### config.mk
export PLATFORM = sky130hd
export DESIGN_NAME = tic_queue
export DESIGN_NICKNAME = d
export VERILOG_FILES = /design/src/design/tic_queue.sv
export SDC_FILE = /design/constraint.sdc
export NUM_CORES = 1
export LEC_CHECK = 0
export ABC_AREA = 1
export BUFFER_PORTS_ARGS = -buffer_cell sky130_fd_sc_hd__buf_2
export CAP_MARGIN = 20
export CORE_MARGIN = 3
export CORE_UTILIZATION = 55
export CTS_BUF_LIST = sky130_fd_sc_hd__clkbuf_4 sky130_fd_sc_hd__clkbuf_8
export DETAILED_ROUTE_END_ITERATION = 8
export PLACE_DENSITY = 0.84
export SKIP_LAST_GASP = 1
export SLEW_MARGIN = 40
export SYNTH_ARGS = -nofsm -noshare
export SYNTH_HDL_FRONTEND = slang
export SYNTH_SLANG_ARGS = --single-unit
### constraint.sdc
create_clock -name clk_i -period 4.3 [get_ports clk_i]
set_input_delay 0.86 -clock clk_i [delete_from_list [all_inputs] [get_ports clk_i]]
set_output_delay 0.86 -clock clk_i [all_outputs]
set_load 0.005 [all_outputs]
### src/design/tic_queue.sv
`timescale 1ns / 1ps

module tic_queue #(
  parameter int unsigned WIDTH = 8
) (
  input  logic             clk_i,
  input  logic             rst_ni,
  input  logic             push_valid_i,
  output logic             push_stall_o,
  input  logic [WIDTH-1:0] push_data_i,
  output logic             pop_valid_o,
  input  logic             pop_stall_i,
  output logic [WIDTH-1:0] pop_data_o
);

  localparam logic [1:0] FULL = 2'd2;

  logic [1:0]       count_q, count_d;
  logic [WIDTH-1:0] head_q, head_d, tail_q, tail_d;
  logic             push, pop;

  assign push = push_valid_i && (count_q != FULL);
  assign pop  = (count_q != 2'd0) && !pop_stall_i;

  always_comb begin
    head_d  = head_q;
    tail_d  = tail_q;
    count_d = count_q + {1'b0, push} - {1'b0, pop};
    unique case ({push, pop})
      2'b10: begin
        if (count_q == 2'd0) begin
          head_d = push_data_i;
        end else begin
          tail_d = push_data_i;
        end
      end
      2'b01: head_d = tail_q;
      2'b11: head_d = push_data_i;
      default: ;
    endcase
  end

  always_ff @(posedge clk_i or negedge rst_ni) begin
    if (!rst_ni) begin
      count_q <= 2'd0;
    end else begin
      count_q <= count_d;
    end
  end

  always_ff @(posedge clk_i) begin
    head_q <= head_d;
    tail_q <= tail_d;
  end

  assign push_stall_o = count_q == FULL;
  assign pop_valid_o  = count_q != 2'd0;
  assign pop_data_o   = head_q;

endmodule

==> out/results.ini, run 1 <==
[clocking]
numCtsBuffers = 3
clk_pin_slew_worst_paths_ps = 90
cts_hold_buffers = 0
clock-sinks = 18
clockRootBuffer = clkbuf_4
clock_path_buffers = 2
clk_latency_ps = 290
cts_tree = built
cts_resized = 0
cts_max_level = 1
cts_setup_buffers = 0

[synth]
netlist_instances = 68
synth.largest_area_cell = edfxtp_1
syn_nets = 83
synth_warnings = 0
synth-seq-area-share_pct = 68.6
synth-edff-count = 16
syn_area_um2 = 773
yosysUniqueCellTypes = 13
syn_area_per_cell_um2 = 11.4
synth_most_common_cell = nand2_1
ys_ff_latch = 18
synth_top_flop_cell = edfxtp_1
netlist_top_cells_count = nand2_1 (28), edfxtp_1 (16), inv_1 (8)
synth.top_cell.area_share_pct = 62.1
synthTopCellsByArea = edfxtp_1 (62%), nand2_1 (14%), dfrtp_1 (6.5%)
synthArstFlopShare_pct = 11.1

[finish]
nets = 108
fillers = 75
drive_above_1_share_pct = 32.6
antenna_cells = 0
post-route-util_pct = 74.9
area_growth_pct = 17.8

[worst_setup_path]
path_class = register to output pin
path_delay_family = flip-flops
regToRegStartpoint = count_q[1]$_DFF_PN0_
cp_max_fo = 3
cp_slowest_stage_delay_ps = 420
arrival_ps = 1080
reg2reg_depth = 6
end_kind = output pin
crit_buf_inv = 2
path_cells = nor2_1 -> inv_2 -> buf_2
crit_slowest_cell = dfrtp_1
r2r_slack_ps = 2510
cp.required_ps = 3440
timing.rr.end = tail_q[7]$_DFFE_PP_
cp-start-kind = register

[global_routing]
grt_overflow_total = 0
grt_use_total_pct = 17.5
grt_start_max_net_pins = 11
grt_pass1_vias = 565
grt_pass1_wl_um = 2420
antenna_found_initial = 0

[floorplanning]
die_area_mm2 = 0.00189
core.rowCount = 12
io_pins = 22
die_h_um = 43.5
fp.dieW_um = 43.5
core_mm2 = 0.00122
start_util_pct = 63.6

[routing]
drcViolationCount = 0
wire_per_inst_um = 13.3
vias = 552
drt_iter0_markers = 17
antenna_left = 0
wirelength_um = 1410
vias_per_cell = 5.21
firstDrtPassIters = 4

[power]
p_per_area_mw_per_mm2 = 602
power.leakage_nw = 0.443
finalPower_uw = 548
peakVddDrop_mv = 0.360

[sta]
finalSetupTns_ps = 0
grt_setup_unrepaired = false
fin_crit_sh_pct = 45.1
hold_ws_ps = 336
final_max_slew_viol_count = 0
setup_slack_ps = 2360
hold_violations = 0
skew_ps = 1.46
max_freq_mhz = 515
fin_crit_ps = 1940
setup_viol = 0
max_slew_margin_pct = 58.0
max_slew.worst_pin.slew_ps = 628

[place]
finalWeightedCongestion = 0.736
dp_hpwl_um = 1110
pre_cts_ws_ps = 2070
io_buffers = 21

[flow_run]
maxCapViolCount = 0

[hold_path]
hp-class = primary input to async pin

[outcome]
status = completed

per-stage QoR:
stage	cells	instance area, um2
3_5_place_dp	102	885
5_1_grt	106	911
6_report	106	911
3_3_place_gp	102	885
2_1_floorplan	68	773
4_1_cts	106	911
worst max-delay path by stage:
stage	startpoint	end	slack (ps)	cells after the start
global route	push_valid_i	tail_q[4]$_DFFE_PP_	2220	6
detailed placement	push_valid_i	tail_q[5]$_DFFE_PP_	2070	6
floorplan	push_valid_i	tail_q[0]$_DFFE_PP_	2340	5
finish	count_q[1]$_DFF_PN0_	pop_valid_o	2360	3
global placement	push_valid_i	tail_q[0]$_DFFE_PP_	2160	6
CTS	count_q[1]$_DFF_PN0_	pop_valid_o	2350	3
state kept, by name, summed over array words and instances (netlist names):
name / count
count_q: 2
pop_data_o: 8
tail_q: 8
layout by cell type (no fill, tap or decap), drive strengths merged:
master  count
o21ai       1
nand2      30
clkinv      1
edfxtp     16
inv        10
dfrtp       2
ha          3
clkbuf      3
nand3       1
nor2        4
buf        21
cells by family (layout without fill, tap and decap cells):
kind of cell             Yosys count  in the layout  share of synthesized area, %
flip-flops                        18             18                          68.6
AND/OR/NAND/NOR                   35             35                          18.1
adder cells (fa/ha/maj)            3              3                          4.85
buffers and inverters             11             35                          7.28
AO/OA/AOI/OAI                      1              1                          1.13
power breakdown:
group	internal, mW	total, mW	switching [mW]
clock	0.0337	0.0827	0.0490
combinational	0.0659	0.181	0.115
sequential	0.264	0.284	0.0203
layout make-up:
cell class	count	area (um2)	area share [%]
Timing Repair Buffer	21	105	11.5
Clock inverter	1	3.75	0.412
Inverter	10	45.0	4.95
Sequential cell	18	531	58.2
Clock buffer	3	22.5	2.47
Tap cell	14	17.5	1.92
Multi-Input combinational cell	39	186	20.5
routing by layer:
layer  track usage (%)  wire [um]  vias up  part of all wire [%]
li1                  -          -      263                     -
met3              5.39         86       10                   6.1
met4              10.2         72        0                   5.1
met1              18.9        547      255                    39
met2              30.1        706       24                    50
met5                 0          0        -                     0
Note: power is estimated with default switching activity, not from simulation.
==> inputs of run 2 (changes only) <==
--- a/config.mk
+++ b/config.mk
@@ -5,14 +5,14 @@
 export SDC_FILE = /design/constraint.sdc
 export NUM_CORES = 1
 export LEC_CHECK = 0
-export ABC_AREA = 1
+export ABC_AREA = 0
 export BUFFER_PORTS_ARGS = -buffer_cell sky130_fd_sc_hd__buf_2
 export CAP_MARGIN = 20
 export CORE_MARGIN = 3
-export CORE_UTILIZATION = 55
+export CORE_UTILIZATION = 52
 export CTS_BUF_LIST = sky130_fd_sc_hd__clkbuf_4 sky130_fd_sc_hd__clkbuf_8
 export DETAILED_ROUTE_END_ITERATION = 8
-export PLACE_DENSITY = 0.84
+export PLACE_DENSITY = 0.8
 export SKIP_LAST_GASP = 1
 export SLEW_MARGIN = 40
 export SYNTH_ARGS = -nofsm -noshare
==> constraint.sdc (replaced) <==
create_clock -name clk_i -period 2 [get_ports clk_i]
set_input_delay 0.4 -clock clk_i [delete_from_list [all_inputs] [get_ports clk_i]]
set_output_delay 0.4 -clock clk_i [all_outputs]
set_load 0.005 [all_outputs]
==> run 2 against run 1 <==
Net effect:
- final cell count decreased by 21%
- cell area rose by 2.3%
- total power rose by 110%
- critical path depth is 1 higher
- clock-buffer cell count stayed put
- routed wire length fell by 11%
- clock power is 120% higher
- worst setup slack got worse by 2100 ps
- hold slack lost 41 ps
- critical path type is now register to register
==> out/results.ini, run 2 <==
[routing]
wirelength_um = 1250  ; -11%
vias_per_cell = 5.14  ; -1.2%
met1Wirelength_um = 511  ; -6.6%
wl_met2_um = 605  ; -14%
firstDrtPassIters = 4  ; unchanged
met3_length_um = 96  ; +12%
wire_per_inst_um = 14.9  ; +12%
antenna_left = 0  ; unchanged
vias = 432  ; -22%
drcViolationCount = 0  ; unchanged
top_layer_used = met4
drt_iter0_markers = 8  ; -9

[synth]
synth_most_common_cell = edfxtp_1
synthArstFlopShare_pct = 11.1  ; unchanged
synth.top_cell.area_share_pct = 61.9  ; -0.20 points
ys_ff_latch = 18  ; unchanged
yosysUniqueCellTypes = 14  ; +1
syn_area_per_cell_um2 = 18.0  ; +59%
syn_nets = 58  ; -30%
netlist_instances = 43  ; -37%
netlist_top_cells_count = edfxtp_1 (16), mux2_4 (8), inv_1 (4)
synth_top_flop_cell = edfxtp_1
synth-edff-count = 16  ; unchanged
synthTopCellsByArea = edfxtp_1 (62%), mux2_4 (15%), dfrtp_1 (6.5%)
synth.largest_area_cell = edfxtp_1
synth-seq-area-share_pct = 68.4  ; -0.22 points
synth_warnings = 0  ; unchanged
syn_area_um2 = 776  ; +0.32%

[finish]
antenna_cells = 0  ; unchanged
drive_above_1_share_pct = 49.3  ; +17 points
layout_commonest_cell = buf_2
final_cell_area_um2 = 932  ; +2.3%
area_growth_pct = 20.2
nets = 85  ; -21%
post-route-util_pct = 69.0  ; -5.9 points
layout_common_cells = buf_2 (21), edfxtp_1 (16), mux2_4 (8)
fin_cells = 84  ; -21%

[global_routing]
grt_pass1_wl_um = 1960  ; -19%
grt_start_max_net_pins = 11  ; unchanged
grt_overflow_total = 0  ; unchanged
antenna_found_initial = 0  ; unchanged
grt_use_total_pct = 15.1  ; -2.4 points
grt_pass1_vias = 424  ; -25%

[clocking]
cts_setup_buffers = 0  ; unchanged
clk_latency_ps = 290  ; about the same
clk_pin_slew_worst_paths_ps = 100  ; about the same
clock-sinks = 18  ; unchanged
clock_path_buffers = 2  ; unchanged
numCtsBuffers = 3  ; unchanged
cts_max_level = 1  ; unchanged
cts_tree = built
clockRootBuffer = clkbuf_4

[sta]
setup_viol = 0  ; unchanged
hold_violations = 0  ; unchanged
final_max_slew_viol_count = 0  ; unchanged
max_freq_mhz = 565
setup_slack_ps = 232  ; -2130 ps
finalSetupTns_ps = 0  ; unchanged
max_slew_margin_pct = 54.8  ; -3.2 points
fin_crit_sh_pct = 88.4
hold_ws_ps = 296  ; -40.7 ps
skew_ps = 3.91  ; +2.45 ps
fin_crit_ps = 1770
grt_setup_unrepaired = false
max_slew.worst_pin.slew_ps = 676  ; +48.7 ps

[hold_path]
hp-class = primary input to register

[floorplanning]
core_mm2 = 0.00135  ; +11%
start_util_pct = 57.5  ; -6.1 points
fp.dieW_um = 44.6  ; +2.6%
io_pins = 22  ; unchanged
core.rowCount = 13  ; +1
die_area_mm2 = 0.00199  ; +5.3%
die_h_um = 44.6  ; +2.6%

[place]
dp_hpwl_um = 959  ; -14%
dpl_cell_area_um2 = 896  ; +1.3%
pre_cts_ws_ps = 229  ; -1850 ps
io_buffers = 21  ; unchanged
finalWeightedCongestion = 0.707  ; -3.9%
place_inst = 79  ; -23%

[worst_setup_path]
arrival_ps = 1700  ; +620 ps
cp.required_ps = 1930  ; -1510 ps
end_kind = register
crit_slowest_cell = nor2b_1
cp_slowest_stage_delay_ps = 550  ; +130 ps
cp_max_fo = 8  ; +5
path_class = register to register
cp-start-kind = register
path_cells = o21ba_2 -> inv_1 -> ha_1 -> nor2b_1

[flow_run]
maxCapViolCount = 0  ; unchanged

[power]
power.leakage_nw = 0.412  ; -7.0%
peakVddDrop_mv = 0.812  ; +130%
p_per_area_mw_per_mm2 = 1260  ; +110%
finalPower_mw = 1.18  ; +110%

[outcome]
status = completed

## run 2: cell count changes after synthesis, sizes merged
cell / before / now
nand2: 30 / 1
nand3: 1 / 0
nor2b: 0 / 1
nand2b: 0 / 1
mux2: 0 / 8
and2: 0 / 1
a21o: 0 / 1
o21ai: 1 / 0
o21ba: 0 / 1
nor2: 4 / 1
xnor2: 0 / 2
inv: 10 / 4
## run 2: cell families after synthesis
group / after synthesis / synth area share [%]
AOI/OAI and AO/OA: 2 / 2.26
and+or+nand+nor: 5 / 3.39
xor gates and xnor gates: 2 / 2.26
muxes: 8 / 15.5
buffers and inverters: 5 / 3.39
DFF: 18 / 68.4
adders and majority gates: 3 / 4.84
## run 2: path summary, 6_finish.rpt
| kind | start | endpoint | slack, ps | depth (start not counted) |
|---|---|---|---|---|
| worst min-delay path | push_data_i[1] | tail_q[1]$_DFFE_PP_ | 300 | 1 |
| worst max register to register | count_q[1]$_DFF_PN0_ | tail_q[0]$_DFFE_PP_ | 230 | 4 |
| min in group asynchronous | rst_ni | count_q[0]$_DFF_PN0_ | 390 | 2 |
| worst max-delay path | count_q[1]$_DFF_PN0_ | tail_q[0]$_DFFE_PP_ | 230 | 4 |
| worst min register to register | tail_q[7]$_DFFE_PP_ | pop_data_o[7]$_DFFE_PP_ | 560 | 1 |
| max in group asynchronous | rst_ni | count_q[1]$_DFF_PN0_ | 1510 | 2 |
## run 2: routing by layer
| metal | vias to the layer above | track usage (%) |
|---|---|---|
| li1 | 204 | - |
| met3 | 5 | 4.88 |
| met4 | 0 | 10.8 |
| met5 | - | 0 |
| met2 | 18 | 23.5 |
| met1 | 205 | 17.4 |
## run 2: cell type report
type | instances | area [um2]
timing repair buffer | 23 | 123
inverter | 4 | 15.0
multi-input combinational | 20 | 219
clock buffer | 3 | 22.5
tap | 15 | 18.8
fill | 93 | 418
clock inverter | 1 | 3.75
sequential | 18 | 531
## run 2: power breakdown
part / leakage (nW) / total [mW] / switching, mW / internal (mW)
Combinational: 0.222 / 0.394 / 0.191 / 0.203
Sequential: 0.175 / 0.603 / 0.0445 / 0.558
Clock: 0.0154 / 0.180 / 0.108 / 0.0727
## run 2: worst max-delay path, delay by kind of cell, from the launching register on
kind | cells | cell delay (ps)
AOI/OAI and AO/OA | 1 | 250
adders and majority gates | 1 | 130
buffers and inverters | 1 | 60
DFF | 1 | 430
and+or+nand+nor | 1 | 550
## run 2: what timing repair did
| action | 4_1_cts | 5_1_grt |
|---|---|---|
| hold buffers | 1 | 0 |
| gates resized for setup | 0 | 0 |
| endpoints found under the hold margin | 2 | 0 |
