[config.mk]
export PLATFORM = sky130hd
export DESIGN_NAME = tic_front
export DESIGN_NICKNAME = d
export VERILOG_FILES = /design/src/design/tic_pkg.sv /design/src/design/tic_front.sv
export SDC_FILE = /design/constraint.sdc
export NUM_CORES = 1
export LEC_CHECK = 0
export BUFFER_PORTS_ARGS = -buffer_cell sky130_fd_sc_hd__buf_2
export CAP_MARGIN = 20
export CORE_MARGIN = 10
export CORE_UTILIZATION = 50
export DETAILED_ROUTE_END_ITERATION = 16
export GPL_TIMING_DRIVEN = 0
export PLACE_DENSITY = 0.78
export SETUP_SLACK_MARGIN = 0.5
export SLEW_MARGIN = 20
export SYNTH_ARGS = -nofsm -noshare
export SYNTH_HDL_FRONTEND = slang
export SYNTH_SLANG_ARGS = --single-unit
[constraint.sdc]
create_clock -name clk_i -period 4.16 [get_ports clk_i]
set_input_delay 0.208 -clock clk_i [delete_from_list [all_inputs] [get_ports clk_i]]
set_output_delay 0.208 -clock clk_i [all_outputs]
set_load 0.05 [all_outputs]
[src/design/tic_pkg.sv]
`timescale 1ns / 1ps

package tic_pkg;

  localparam int BOUND_W  = 10;
  localparam int COUNT_W  = 17;
  localparam int RESULT_W = 49;
  localparam int SUM_W    = 64;

  // One classified request, as handed from the front end to the back end.
  typedef struct packed {
    logic                      bad;
    logic signed [BOUND_W-1:0] lower;
    logic signed [BOUND_W-1:0] upper;
    logic [COUNT_W-1:0]        count;
  } tic_job_t;

endpackage

[src/design/tic_front.sv]
`timescale 1ns / 1ps

module tic_front import tic_pkg::*; #(
  parameter int unsigned MAX_INTERVALS  = 65536,
  parameter int unsigned STEP_FRAC_BITS = 24
) (
  input  logic                             clk_i,
  input  logic                             rst_ni,
  input  logic                             in_valid_i,
  output logic                             in_stall_o,
  input  logic signed [BOUND_W-1:0]        lower_bound_i,
  input  logic signed [BOUND_W-1:0]        upper_bound_i,
  input  logic [COUNT_W-1:0]               interval_count_i,
  output logic                             job_valid_o,
  input  logic                             job_stall_i,
  output tic_job_t                         job_o,
  output logic signed [STEP_FRAC_BITS+10:0] step_o
);

  localparam int HW    = STEP_FRAC_BITS + 11;
  localparam int DW    = STEP_FRAC_BITS + BOUND_W;
  localparam int CNT_W = $clog2(DW);

  typedef enum logic [2:0] {
    F_IDLE = 3'b001,
    F_DIV  = 3'b010,
    F_PUSH = 3'b100
  } front_state_e;

  front_state_e         state_q, state_d;
  tic_job_t             job_q, job_d;
  logic [DW-1:0]        quo_q, quo_d;
  logic [COUNT_W-1:0]   rem_q, rem_d;
  logic                 neg_q, neg_d;
  logic [CNT_W-1:0]     cnt_q, cnt_d;

  logic signed [BOUND_W:0] diff;
  logic [BOUND_W:0]        mag;
  logic [COUNT_W-1:0]      count_eff;
  logic [COUNT_W:0]        rem_sh;
  logic [COUNT_W:0]        rem_sub;
  logic                    ge;
  logic [HW-1:0]           quo_ext;

  always_comb begin
    diff = {upper_bound_i[BOUND_W-1], upper_bound_i}
         - {lower_bound_i[BOUND_W-1], lower_bound_i};
    mag  = diff[BOUND_W] ? -diff : diff;
    if (32'(interval_count_i) > MAX_INTERVALS) begin
      count_eff = COUNT_W'(MAX_INTERVALS);
    end else begin
      count_eff = interval_count_i;
    end
    rem_sh  = {rem_q, quo_q[DW-1]};
    rem_sub = rem_sh - {1'b0, job_q.count};
    ge      = rem_sh >= {1'b0, job_q.count};
    quo_ext = {1'b0, quo_q};
  end

  always_comb begin
    state_d = state_q;
    job_d   = job_q;
    quo_d   = quo_q;
    rem_d   = rem_q;
    neg_d   = neg_q;
    cnt_d   = cnt_q;
    unique case (state_q)
      F_IDLE: begin
        if (in_valid_i) begin
          job_d.bad   = interval_count_i == '0;
          job_d.lower = lower_bound_i;
          job_d.upper = upper_bound_i;
          job_d.count = count_eff;
          quo_d       = {mag[BOUND_W-1:0], {STEP_FRAC_BITS{1'b0}}};
          rem_d       = '0;
          neg_d       = diff[BOUND_W];
          cnt_d       = '0;
          state_d     = (interval_count_i == '0) ? F_PUSH : F_DIV;
        end
      end
      F_DIV: begin
        rem_d = ge ? rem_sub[COUNT_W-1:0] : rem_sh[COUNT_W-1:0];
        quo_d = {quo_q[DW-2:0], ge};
        cnt_d = cnt_q + CNT_W'(1);
        if (cnt_q == CNT_W'(DW - 1)) begin
          state_d = F_PUSH;
        end
      end
      F_PUSH: begin
        if (!job_stall_i) begin
          state_d = F_IDLE;
        end
      end
      default: state_d = F_IDLE;
    endcase
  end

  always_ff @(posedge clk_i or negedge rst_ni) begin
    if (!rst_ni) begin
      state_q <= F_IDLE;
    end else begin
      state_q <= state_d;
    end
  end

  always_ff @(posedge clk_i) begin
    job_q <= job_d;
    quo_q <= quo_d;
    rem_q <= rem_d;
    neg_q <= neg_d;
    cnt_q <= cnt_d;
  end

  assign in_stall_o  = state_q != F_IDLE;
  assign job_valid_o = state_q == F_PUSH;
  assign job_o       = job_q;
  assign step_o      = neg_q ? -quo_ext : quo_ext;

`ifndef NO_ASSERTIONS
  a_div_nonzero: assert property (@(posedge clk_i) disable iff (!rst_ni)
    state_q == F_DIV |-> job_q.count != '0)
    else $error("divide started with zero interval count");
`endif

endmodule

==> results.py, run 1 <==
metrics = {
    "setup_path": {
        "critPathKind": "reg -> out",
        "start_kind": "register",
        "worst_ep_arrival_time_ns": 3.25,
        "crit_fanout": 6,
        "end_kind": "output port",
        "crit_required_ns": 3.95,
    },
    "sta": {
        "rsz0062_at_grt": "no",
        "skew_ns": 0.0110,
        "fin_crit_ns": 3.46,
        "finalHoldViolations": 0,
        "slew_headroom_pct": 43.2,
        "finalCritPeriodShare_pct": 83.2,
        "setup_ws_ns": 0.700,
        "setup_viol": 0,
        "tns_ns": 0,
        "clock.fmax_mhz": 289,
        "tightest_slew_ns": 0.851,
        "slew_viol_final": 0,
    },
    "power": {
        "cellPowerDensity_nw_per_um2": 858,
        "irDropWorstVdd_mv": 0.337,
        "power_mw": 6.38,
        "leakage_nw": 3.10,
    },
    "layout": {
        "fillers": 1092,
        "layout.cells.non_filler": 910,
        "num_antenna_cells": 0,
        "seqCellArea_sq_um": 2960,
        "multi_input_area_sq_um": 3110,
        "areaGrowthSynthToFinish_pct": 17.5,
        "finish.utilization_pct": 59.4,
        "final_net_count": 807,
        "drive_gt1_share_pct": 22.1,
    },
    "clocking": {
        "cts_tree": "yes",
        "clk_pin_slew_worst_paths_ns": 0.07,
        "ctsResizeCount": 0,
        "clockBufferDepth": 2,
        "clk_latency_ns": 0.36,
        "htreeDepth": 3,
        "cts_sinks": 99,
        "cts-root-buf": "clkbuf_16",
        "cts_inserted_buffers": 9,
        "cts_setup_buffers": 0,
    },
    "grt": {
        "grt_pass1_vias": 5335,
        "antenna_found_initial": 0,
        "grt_start_max_net_pins": 58,
        "grt_pass1_wl_um": 26000,
        "grtUsageTotal_pct": 18.0,
        "overflow": 0,
    },
    "route": {
        "wl_um": 16000,
        "firstDrtPassIters": 5,
        "viasPerCell": 5.68,
        "antenna_left": 0,
        "via_count": 5166,
        "wl_per_cell_um": 17.6,
        "route.detailed.drc": 0,
        "drtIter0Drc": 338,
    },
    "placed_design": {
        "hpwl_um": 12000,
        "routabilityCongestion": 0.906,
        "dpl.cell_count": 893,
        "pre_cts_ws_ns": 1.03,
        "io_buffers": 115,
    },
    "yosys": {
        "synth_area_leader_cell": "edfxtp_1",
        "ys_seq_area_share_pct": 46.7,
        "yosys_warnings": 0,
        "synth.lib_cells_used.distinct": 76,
        "avgSynthCellArea_sq_um": 10.4,
        "yosys-top-cells-area": "edfxtp_1, xnor2_1, ha_1",
        "synth_most_common_cell": "edfxtp_1",
        "netlist_area_sq_um": 6330,
        "synth_top_area_share_pct": 45.5,
        "synthTopCellsByCount": "edfxtp_1, inv_1, xnor2_1, nand2_1",
        "synth-edff-count": 96,
        "synth-async-reset-ratio_pct": 3.03,
        "synthCells": 606,
        "ys_seq_elements": 99,
        "synthesis.nets": 680,
        "synth_flop_cell": "edfxtp_1",
    },
    "flow_run": {
        "max-cap-violations": 0,
    },
    "hold_path": {
        "hold_path.class": "in -> reg",
    },
    "die": {
        "start_util_pct": 50.6,
        "ioPinCount": 116,
        "die_h_um": 133,
        "num_rows": 41,
        "fp.dieW_um": 133,
        "core_area_sq_um": 12500,
        "dieArea_sq_um": 17600,
    },
    "status": {
        "status": "completed",
    },
}
==> logic make-up (layout without fill, tap and decap cells) <==
logic type               after synthesis  after routing  share of synthesized area [%]
flip-flops                            99             99                           46.7
multiplexers                           3              3                          0.494
AO/OA/AOI/OAI                        141            141                           15.9
XOR/XNOR                              52             52                           7.19
adder cells (fa/ha/maj)               33             33                           6.76
buffers and inverters                 69            201                           4.25
AND/OR/NAND/NOR                      209            209                           18.7
==> metrics by stage <==
| stage | instance area (sq um) | hold slack, ns |
|---|---|---|
| 5_1_grt | 7440 | 0.0364 |
| 6_report | 7440 | 0.0395 |
| 2_1_floorplan | 6330 | -0.0876 |
| 3_3_place_gp | 7120 | 0.0110 |
| 4_1_cts | 7440 | 0.0302 |
| 3_5_place_dp | 7130 | 0.0102 |
==> final cells by class <==
class | instances | share of cell area, %
clock buffers | 9 | 3.03
inverters | 48 | 2.42
flip-flops and latches | 99 | 39.8
clock inverters | 7 | 0.992
multi-input cells | 438 | 41.8
well taps | 172 | 2.89
repair buffers | 116 | 7.87
plain buffers | 21 | 1.19
==> timing repair <==
item / CTS / global route
endpoints found under the setup margin: 0 / 0
hold buffers: 1 / 0
hold endpoints to repair: 3 / 0
==> path summary, 6_finish.rpt <==
| kind | start | to | slack, ns | depth (start not counted) |
|---|---|---|---|---|
| setup reg to reg | job_o[9]$_SDFFCE_PN0P_ | rem_q[15]$_SDFFCE_PN0P_ | 0.99 | 10 |
| min in group asynchronous | rst_ni | state_q[1]$_DFFE_PN0P_ | 0.18 | 2 |
| hold / removal | lower_bound_i[5] | job_o[32]$_DFFE_PP_ | 0.04 | 1 |
| hold reg to reg | state_q[2]$_DFFE_PN0P_ | state_q[0]$_DFFE_PN1P_ | 0.62 | 2 |
| max in group asynchronous | rst_ni | state_q[0]$_DFFE_PN1P_ | 3.78 | 2 |
| setup / recovery | quo_q[3]$_SDFFCE_PN0P_ | step_o[29] | 0.70 | 9 |
==> power breakdown <==
group	switching (mW)	internal [mW]	leakage, nW
Clock	0.391	0.471	0.147
Combinational	2.53	1.04	2.00
Sequential	0.334	1.61	0.957
==> flip-flops by register name, summed over array words and instances, names as in the netlist <==
name	flops
state_q	3
rem_q	17
cnt_q	6
quo_q	34
job_o	38
neg_q	1
==> layer usage <==
metal / GRT usage (%) / wire length [um] / up-vias
li1: - / - / 2502
met1: 20.3 / 6560 / 2473
met2: 31.3 / 8090 / 160
met3: 4.92 / 900 / 31
met4: 7.76 / 434 / 0
met5: 0 / 0 / -
==> critical path, stage by stage (launching register included) <==
cell	delay [ns]
edfxtp_1	0.47
or4_1	0.58
nor2_2	0.16
nand2_1	0.18
or4_1	0.49
buf_2	0.17
nand2b_4	0.16
o31ai_2	0.20
xnor2_1	0.17
buf_2	0.30
==> cell usage in the layout, fill, tap and decap left out, types with 5 or more instances in the layout <==
cell / count
clkbuf_1: 13
inv_1: 47
nand2_1: 42
nor4_1: 8
or3_1: 8
a21o_1: 10
nor2_1: 37
ha_1: 31
buf_2: 117
xnor2_1: 45
a211oi_1: 7
nor2b_1: 22
edfxtp_1: 96
a21oi_1: 37
nor3_1: 5
o31ai_1: 9
xor2_1: 7
clkbuf_16: 9
nand2b_1: 6
and3_1: 31
o21ai_0: 30
nand3_1: 12
No activity file was read; power rests on OpenSTA's default activity.
==> inputs of run 2 (changes only) <==
clock period = 3.3 ns   (was 4.16 ns; I/O delays follow)
==> results.py, run 2 (same netlist as run 1, synthesis figures left out) <==
metrics = {
    "status": {
        "status": "completed",
    },
    "power": {
        "irDropWorstVdd_mv": 0.388,
        "cellPowerDensity_nw_per_um2": 1100,
        "leakage_nw": 3.45,
    },
    "route": {
        "route.detailed.drc": 0,
        "top_layer": "met4",
        "wl_met3_um": 1360,
        "viasPerCell": 5.86,
        "drtIter0Drc": 450,
        "wl_per_cell_um": 19.4,
        "wl_met1_um": 6970,
        "antenna_left": 0,
        "wl_met2_um": 9390,
        "firstDrtPassIters": 5,
        "wl_um": 18400,
        "via_count": 5571,
    },
    "setup_path": {
        "crit_required_ns": 3.13,
        "cp_common_cell": "or4_4",
        "path_cells": "or4_4, or4_4, or3_4, nor2_4, nand2_4, o41ai_4, xnor2_2, buf_6",
        "start_kind": "register",
        "crit_slowest_cell": "or4_4",
        "end_kind": "output port",
        "critPathKind": "reg -> out",
        "worst_ep_arrival_time_ns": 3.07,
        "crit_fanout": 4,
        "max_stage_delay_ns": 0.52,
    },
    "grt": {
        "grt_pass1_wl_um": 28000,
        "grtUsageTotal_pct": 19.3,
        "grt_start_max_net_pins": 58,
        "grt_pass1_vias": 5706,
        "antenna_found_initial": 0,
        "overflow": 0,
    },
    "die": {
        "ioPinCount": 116,
        "num_rows": 41,
        "fp.dieW_um": 133,
        "core_area_sq_um": 12500,
        "dieArea_sq_um": 17600,
        "die_h_um": 133,
        "start_util_pct": 50.6,
    },
    "placed_design": {
        "hpwl_um": 12100,
        "dpl.cell_count": 894,
        "routabilityCongestion": 0.892,
        "pre_cts_ws_ns": 0.209,
        "io_buffers": 115,
    },
    "clocking": {
        "cts_inserted_buffers": 9,
        "clk_pin_slew_worst_paths_ns": 0.07,
        "cts_sinks": 99,
        "cts-root-buf": "clkbuf_16",
        "cts_tree": "yes",
        "htreeDepth": 3,
        "clockBufferDepth": 2,
        "clk_latency_ns": 0.35,
    },
    "sta": {
        "fin_crit_ns": 3.24,
        "skew_ns": 0.00868,
        "finalCritPeriodShare_pct": 98.1,
        "clock.fmax_mhz": 309,
        "setup_viol": 0,
        "tns_ns": 0,
        "finalHoldViolations": 0,
        "rsz0062_at_grt": "yes",
        "setup_ws_ns": 0.0636,
        "slew_viol_final": 0,
        "slew_headroom_pct": 39.3,
        "tightest_slew_ns": 0.910,
    },
    "layout": {
        "layout.cells.non_filler": 950,
        "largest_register_ffs": 38,
        "areaGrowthSynthToFinish_pct": 30.3,
        "num_antenna_cells": 0,
        "layout_common_cells": "edfxtp_1, buf_2, buf_4, inv_1, nand2_1",
        "final_net_count": 847,
        "drive_gt1_share_pct": 31.4,
        "finish.utilization_pct": 65.9,
    },
    "flow_run": {
        "max-cap-violations": 0,
    },
    "hold_path": {
        "hold_path.class": "in -> reg",
    },
}
run 2: path summary, 6_finish.rpt:
| path | to | from | slack [ns] | depth (start not counted) |
|---|---|---|---|---|
| hold / removal | job_o[33]$_DFFE_PP_ | lower_bound_i[6] | 0.003 | 1 |
| max in group asynchronous | state_q[0]$_DFFE_PN1P_ | rst_ni | 2.94 | 2 |
| setup reg to reg | rem_q[5]$_SDFFCE_PN0P_ | rem_q[7]$_SDFFCE_PN0P_ | 0.52 | 9 |
| min in group asynchronous | state_q[1]$_DFFE_PN0P_ | rst_ni | 0.15 | 2 |
| hold reg to reg | rem_q[15]$_SDFFCE_PN0P_ | rem_q[14]$_SDFFCE_PN0P_ | 0.61 | 2 |
| setup / recovery | step_o[30] | quo_q[17]$_SDFFCE_PN0P_ | 0.06 | 8 |
run 2: power by group:
group / switching, mW / internal, mW / total (mW)
sequential: 0.448 / 2.02 / 2.47
combinational: 3.57 / 1.88 / 5.46
clock: 0.465 / 0.686 / 1.15
total: 4.49 / 4.59 / 9.08
run 2: per-stage QoR:
step / power, mW / hold slack, ns / area [sq um]
6_report: 9.08 / 0.00250 / 8250
5_1_grt: 9.47 / 0.00104 / 8250
4_1_cts: 8.65 / 0.000881 / 7980
3_5_place_dp: 7.11 / -0.0265 / 7260
3_3_place_gp: 6.94 / -0.0318 / 7230
2_1_floorplan: 5.95 / -0.131 / 6430
run 2: repair_timing:
item	CTS	global route
resized for setup	54	35
endpoints found under the hold margin	5	0
pin swaps	13	11
hold buffers	3	0
setup endpoints to repair	32	104
buffers inserted	20	17
run 2: final cells by class:
cell class              count  area [sq um]
clock inverters             4          75.1
well taps                 172           215
flip-flops and latches     99          2960
clock buffers              12           246
fillers                   939          4270
repair buffers            156           996
inverters                  48           180
plain buffers              21           113
multi-input cells         438          3470
run 2: critical path, delay by kind of cell, from the launching register on:
kind	cells	cell delay [ns]
AND/OR/NAND/NOR	5	1.57
buffers and inverters	1	0.20
XOR/XNOR	1	0.19
flip-flops	1	0.46
AO/OA/AOI/OAI	1	0.28
run 2: per-layer routing:
layer	track usage, %	up-vias
li1	-	2586
met1	21.8	2666
met2	32.7	268
met3	4.58	51
met4	11.1	0
met5	0	-
==> inputs of run 3 (changes only) <==
ABC_AREA = 1   (was not set)
PLACE_DENSITY = 0.73   (was 0.78)
==> results.py, run 3 <==
metrics = {
    "grt": {
        "grt_pass1_vias": 5352,
        "overflow": 0,
        "grt_start_max_net_pins": 58,
        "grt_pass1_wl_um": 25000,
        "grtUsageTotal_pct": 16.9,
        "antenna_found_initial": 0,
    },
    "die": {
        "die_h_um": 134,
        "num_rows": 41,
        "fp.dieW_um": 134,
        "ioPinCount": 116,
        "core_area_sq_um": 12700,
        "start_util_pct": 51.5,
        "dieArea_sq_um": 18100,
    },
    "layout": {
        "drive_gt1_share_pct": 20.9,
        "layout_common_cells": "inv_1, nand2_1, buf_2, edfxtp_1, nor2_1",
        "mostFrequentLayoutCell": "inv_1",
        "fillers": 1165,
        "multi_input_area_sq_um": 2980,
        "largest_register_ffs": 38,
        "seqCellArea_sq_um": 2960,
        "finish.utilization_pct": 60.9,
        "areaGrowthSynthToFinish_pct": 18.4,
        "final_net_count": 975,
        "num_antenna_cells": 0,
        "layout.cells.non_filler": 1078,
    },
    "setup_path": {
        "worst_ep_arrival_time_ns": 2.44,
        "startpoint": "quo_q[0]$_SDFFCE_PN0P_",
        "cp-endpoint": "step_o[30]",
        "critPathKind": "reg -> out",
        "crit_fanout": 3,
        "end_kind": "output port",
        "start_kind": "register",
        "crit_required_ns": 3.13,
        "timing.rr.end": "quo_q[14]$_SDFFCE_PN0P_",
        "worst_r2r_startpoint": "state_q[0]$_DFFE_PN1P_",
        "ff2ff_path_depth": 6,
        "r2r_slack_ns": 0.82,
    },
    "yosys": {
        "synth_most_common_cell": "inv_1",
        "synthTopCellsByCount": "inv_1, nand2_1, edfxtp_1, nor2_1, xor2_1",
        "ys_seq_area_share_pct": 45.2,
        "synthesis.nets": 840,
        "synthCells": 766,
        "synth_flop_cell": "edfxtp_1",
        "synth-edff-count": 96,
        "synth.lib_cells_used.distinct": 48,
        "netlist_area_sq_um": 6550,
        "synth_area_leader_cell": "edfxtp_1",
        "yosys-top-cells-area": "edfxtp_1, inv_1, nand2_1",
        "yosys_warnings": 0,
        "avgSynthCellArea_sq_um": 8.55,
        "ys_seq_elements": 99,
        "synth_top_area_share_pct": 44.0,
        "synth-async-reset-ratio_pct": 3.03,
    },
    "sta": {
        "setup_ws_ns": 0.692,
        "setup_viol": 0,
        "skew_ns": 0.0102,
        "tns_ns": 0,
        "slew_headroom_pct": 50.4,
        "slew_viol_final": 0,
        "clock.fmax_mhz": 383,
        "finalCritPeriodShare_pct": 79.0,
        "rsz0062_at_grt": "no",
        "fin_crit_ns": 2.61,
        "finalHoldViolations": 0,
        "tightest_slew_ns": 0.744,
    },
    "route": {
        "firstDrtPassIters": 5,
        "wl_per_cell_um": 14.3,
        "route.detailed.drc": 0,
        "wl_um": 15400,
        "via_count": 5440,
        "drtIter0Drc": 368,
        "viasPerCell": 5.05,
        "antenna_left": 0,
    },
    "power": {
        "leakage_nw": 3.67,
        "p_seq_share_pct": 29.4,
        "p_int_mw": 3.77,
        "irDropWorstVdd_mv": 1.07,
        "comb_power_share_pct": 57.0,
        "p_sw_mw": 4.03,
        "clkPwrFrac_pct": 13.5,
        "power.share.switching_pct": 51.7,
        "cellPowerDensity_nw_per_um2": 1010,
    },
    "clocking": {
        "cts_tree": "yes",
        "cts_sinks": 99,
        "clockBufferDepth": 2,
        "clk_pin_slew_worst_paths_ns": 0.07,
        "cts-root-buf": "clkbuf_16",
        "clk_latency_ns": 0.35,
        "cts_inserted_buffers": 9,
        "htreeDepth": 3,
    },
    "placed_design": {
        "dpl.cell_count": 1054,
        "hpwl_um": 12100,
        "routabilityCongestion": 0.910,
        "io_buffers": 115,
        "pre_cts_ws_ns": 0.819,
    },
    "status": {
        "status": "completed",
    },
    "hold_path": {
        "hold_path.class": "in -> reg",
    },
    "flow_run": {
        "max-cap-violations": 0,
    },
}
run 3: cell count changes after synthesis, moves of 8 or more:
cell / change
or3_1: -8
nor2b_1: -22
o21ai_1: +9
nand4_1: +13
and3_1: -31
nand3_1: +25
nor2_1: +56
inv_1: +89
xor2_1: +35
xnor2_1: -39
nand2_1: +78
nand2_2: +17
run 3: final cells by class:
type / instances / area share (%)
timing repair buffer: 124 / 8.78
sequential: 99 / 38.2
multi-input combinational: 509 / 38.5
tap: 172 / 2.78
inverter: 140 / 6.78
clock buffer: 11 / 3.00
clock inverter: 5 / 0.726
buffer: 18 / 1.31
run 3: worst min path at each step:
stage	startpoint	cells after the start	to	slack, ns
2_1_floorplan	rst_ni	0	state_q[1]$_DFFE_PN0P_	-0.13
3_3_place_gp	rst_ni	1	state_q[2]$_DFFE_PN0P_	-0.03
3_5_place_dp	rst_ni	1	state_q[2]$_DFFE_PN0P_	-0.03
4_1_cts	upper_bound_i[8]	1	job_o[25]$_DFFE_PP_	0.0006
5_1_grt	lower_bound_i[6]	1	job_o[33]$_DFFE_PP_	0.0005
6_report	upper_bound_i[4]	1	job_o[21]$_DFFE_PP_	0.007
run 3: per-stage QoR:
| step | hold slack (ns) | total power, mW | cell area, sq um |
|---|---|---|---|
| 6_report | 0.00689 | 7.80 | 7750 |
| 5_1_grt | 0.000498 | 8.30 | 7750 |
| 4_1_cts | 0.000550 | 7.81 | 7730 |
| 3_5_place_dp | -0.0324 | 6.74 | 7370 |
| 3_3_place_gp | -0.0315 | 6.69 | 7350 |
| 2_1_floorplan | -0.131 | 5.69 | 6560 |
run 3: critical path: stages, from the launching register on:
cell,delay [ns]
edfxtp_1,0.45
inv_1,0.11
ha_1,0.20
nand4_2,0.18
nor2_4,0.16
nand3_1,0.12
nor2_2,0.11
inv_2,0.05
o21ai_2,0.16
nand2_1,0.08
xor2_1,0.18
clkbuf_4,0.27
run 3: kinds of logic (layout without fill, tap and decap cells):
group / count (synthesis) / count (layout) / share of synthesized area (%)
AOI/OAI and AO/OA: 103 / 103 / 8.79
adders and majority gates: 33 / 33 / 6.54
xor gates and xnor gates: 50 / 50 / 6.92
buffers and inverters: 158 / 298 / 9.57
DFF: 99 / 99 / 45.2
and+or+nand+nor: 323 / 323 / 23.0
run 3: power groups by stage:
stage,registers (mW),clock network (mW),logic (mW)
finish,2.29,1.06,4.45
global route,2.35,1.10,4.84
CTS,2.29,1.07,4.45
detailed placement,2.31,0,4.43
global placement,2.31,0,4.38
floorplan,2.60,0,3.09
run 3: layer usage:
metal / vias up / share of wire, % / track usage [%]
li1: 2774 / - / -
met1: 2525 / 43 / 19.8
met2: 122 / 50 / 29.4
met3: 19 / 5.4 / 4.37
met4: 0 / 1.4 / 5.50
met5: - / 0 / 0
run 3: timing repair:
item                                    in CTS  in global routing
endpoints found under the setup margin       0                  3
resized for setup                            0                  6
setup buffers                                0                  1
hold buffers                                 7                  0
endpoints found under the hold margin        9                  0
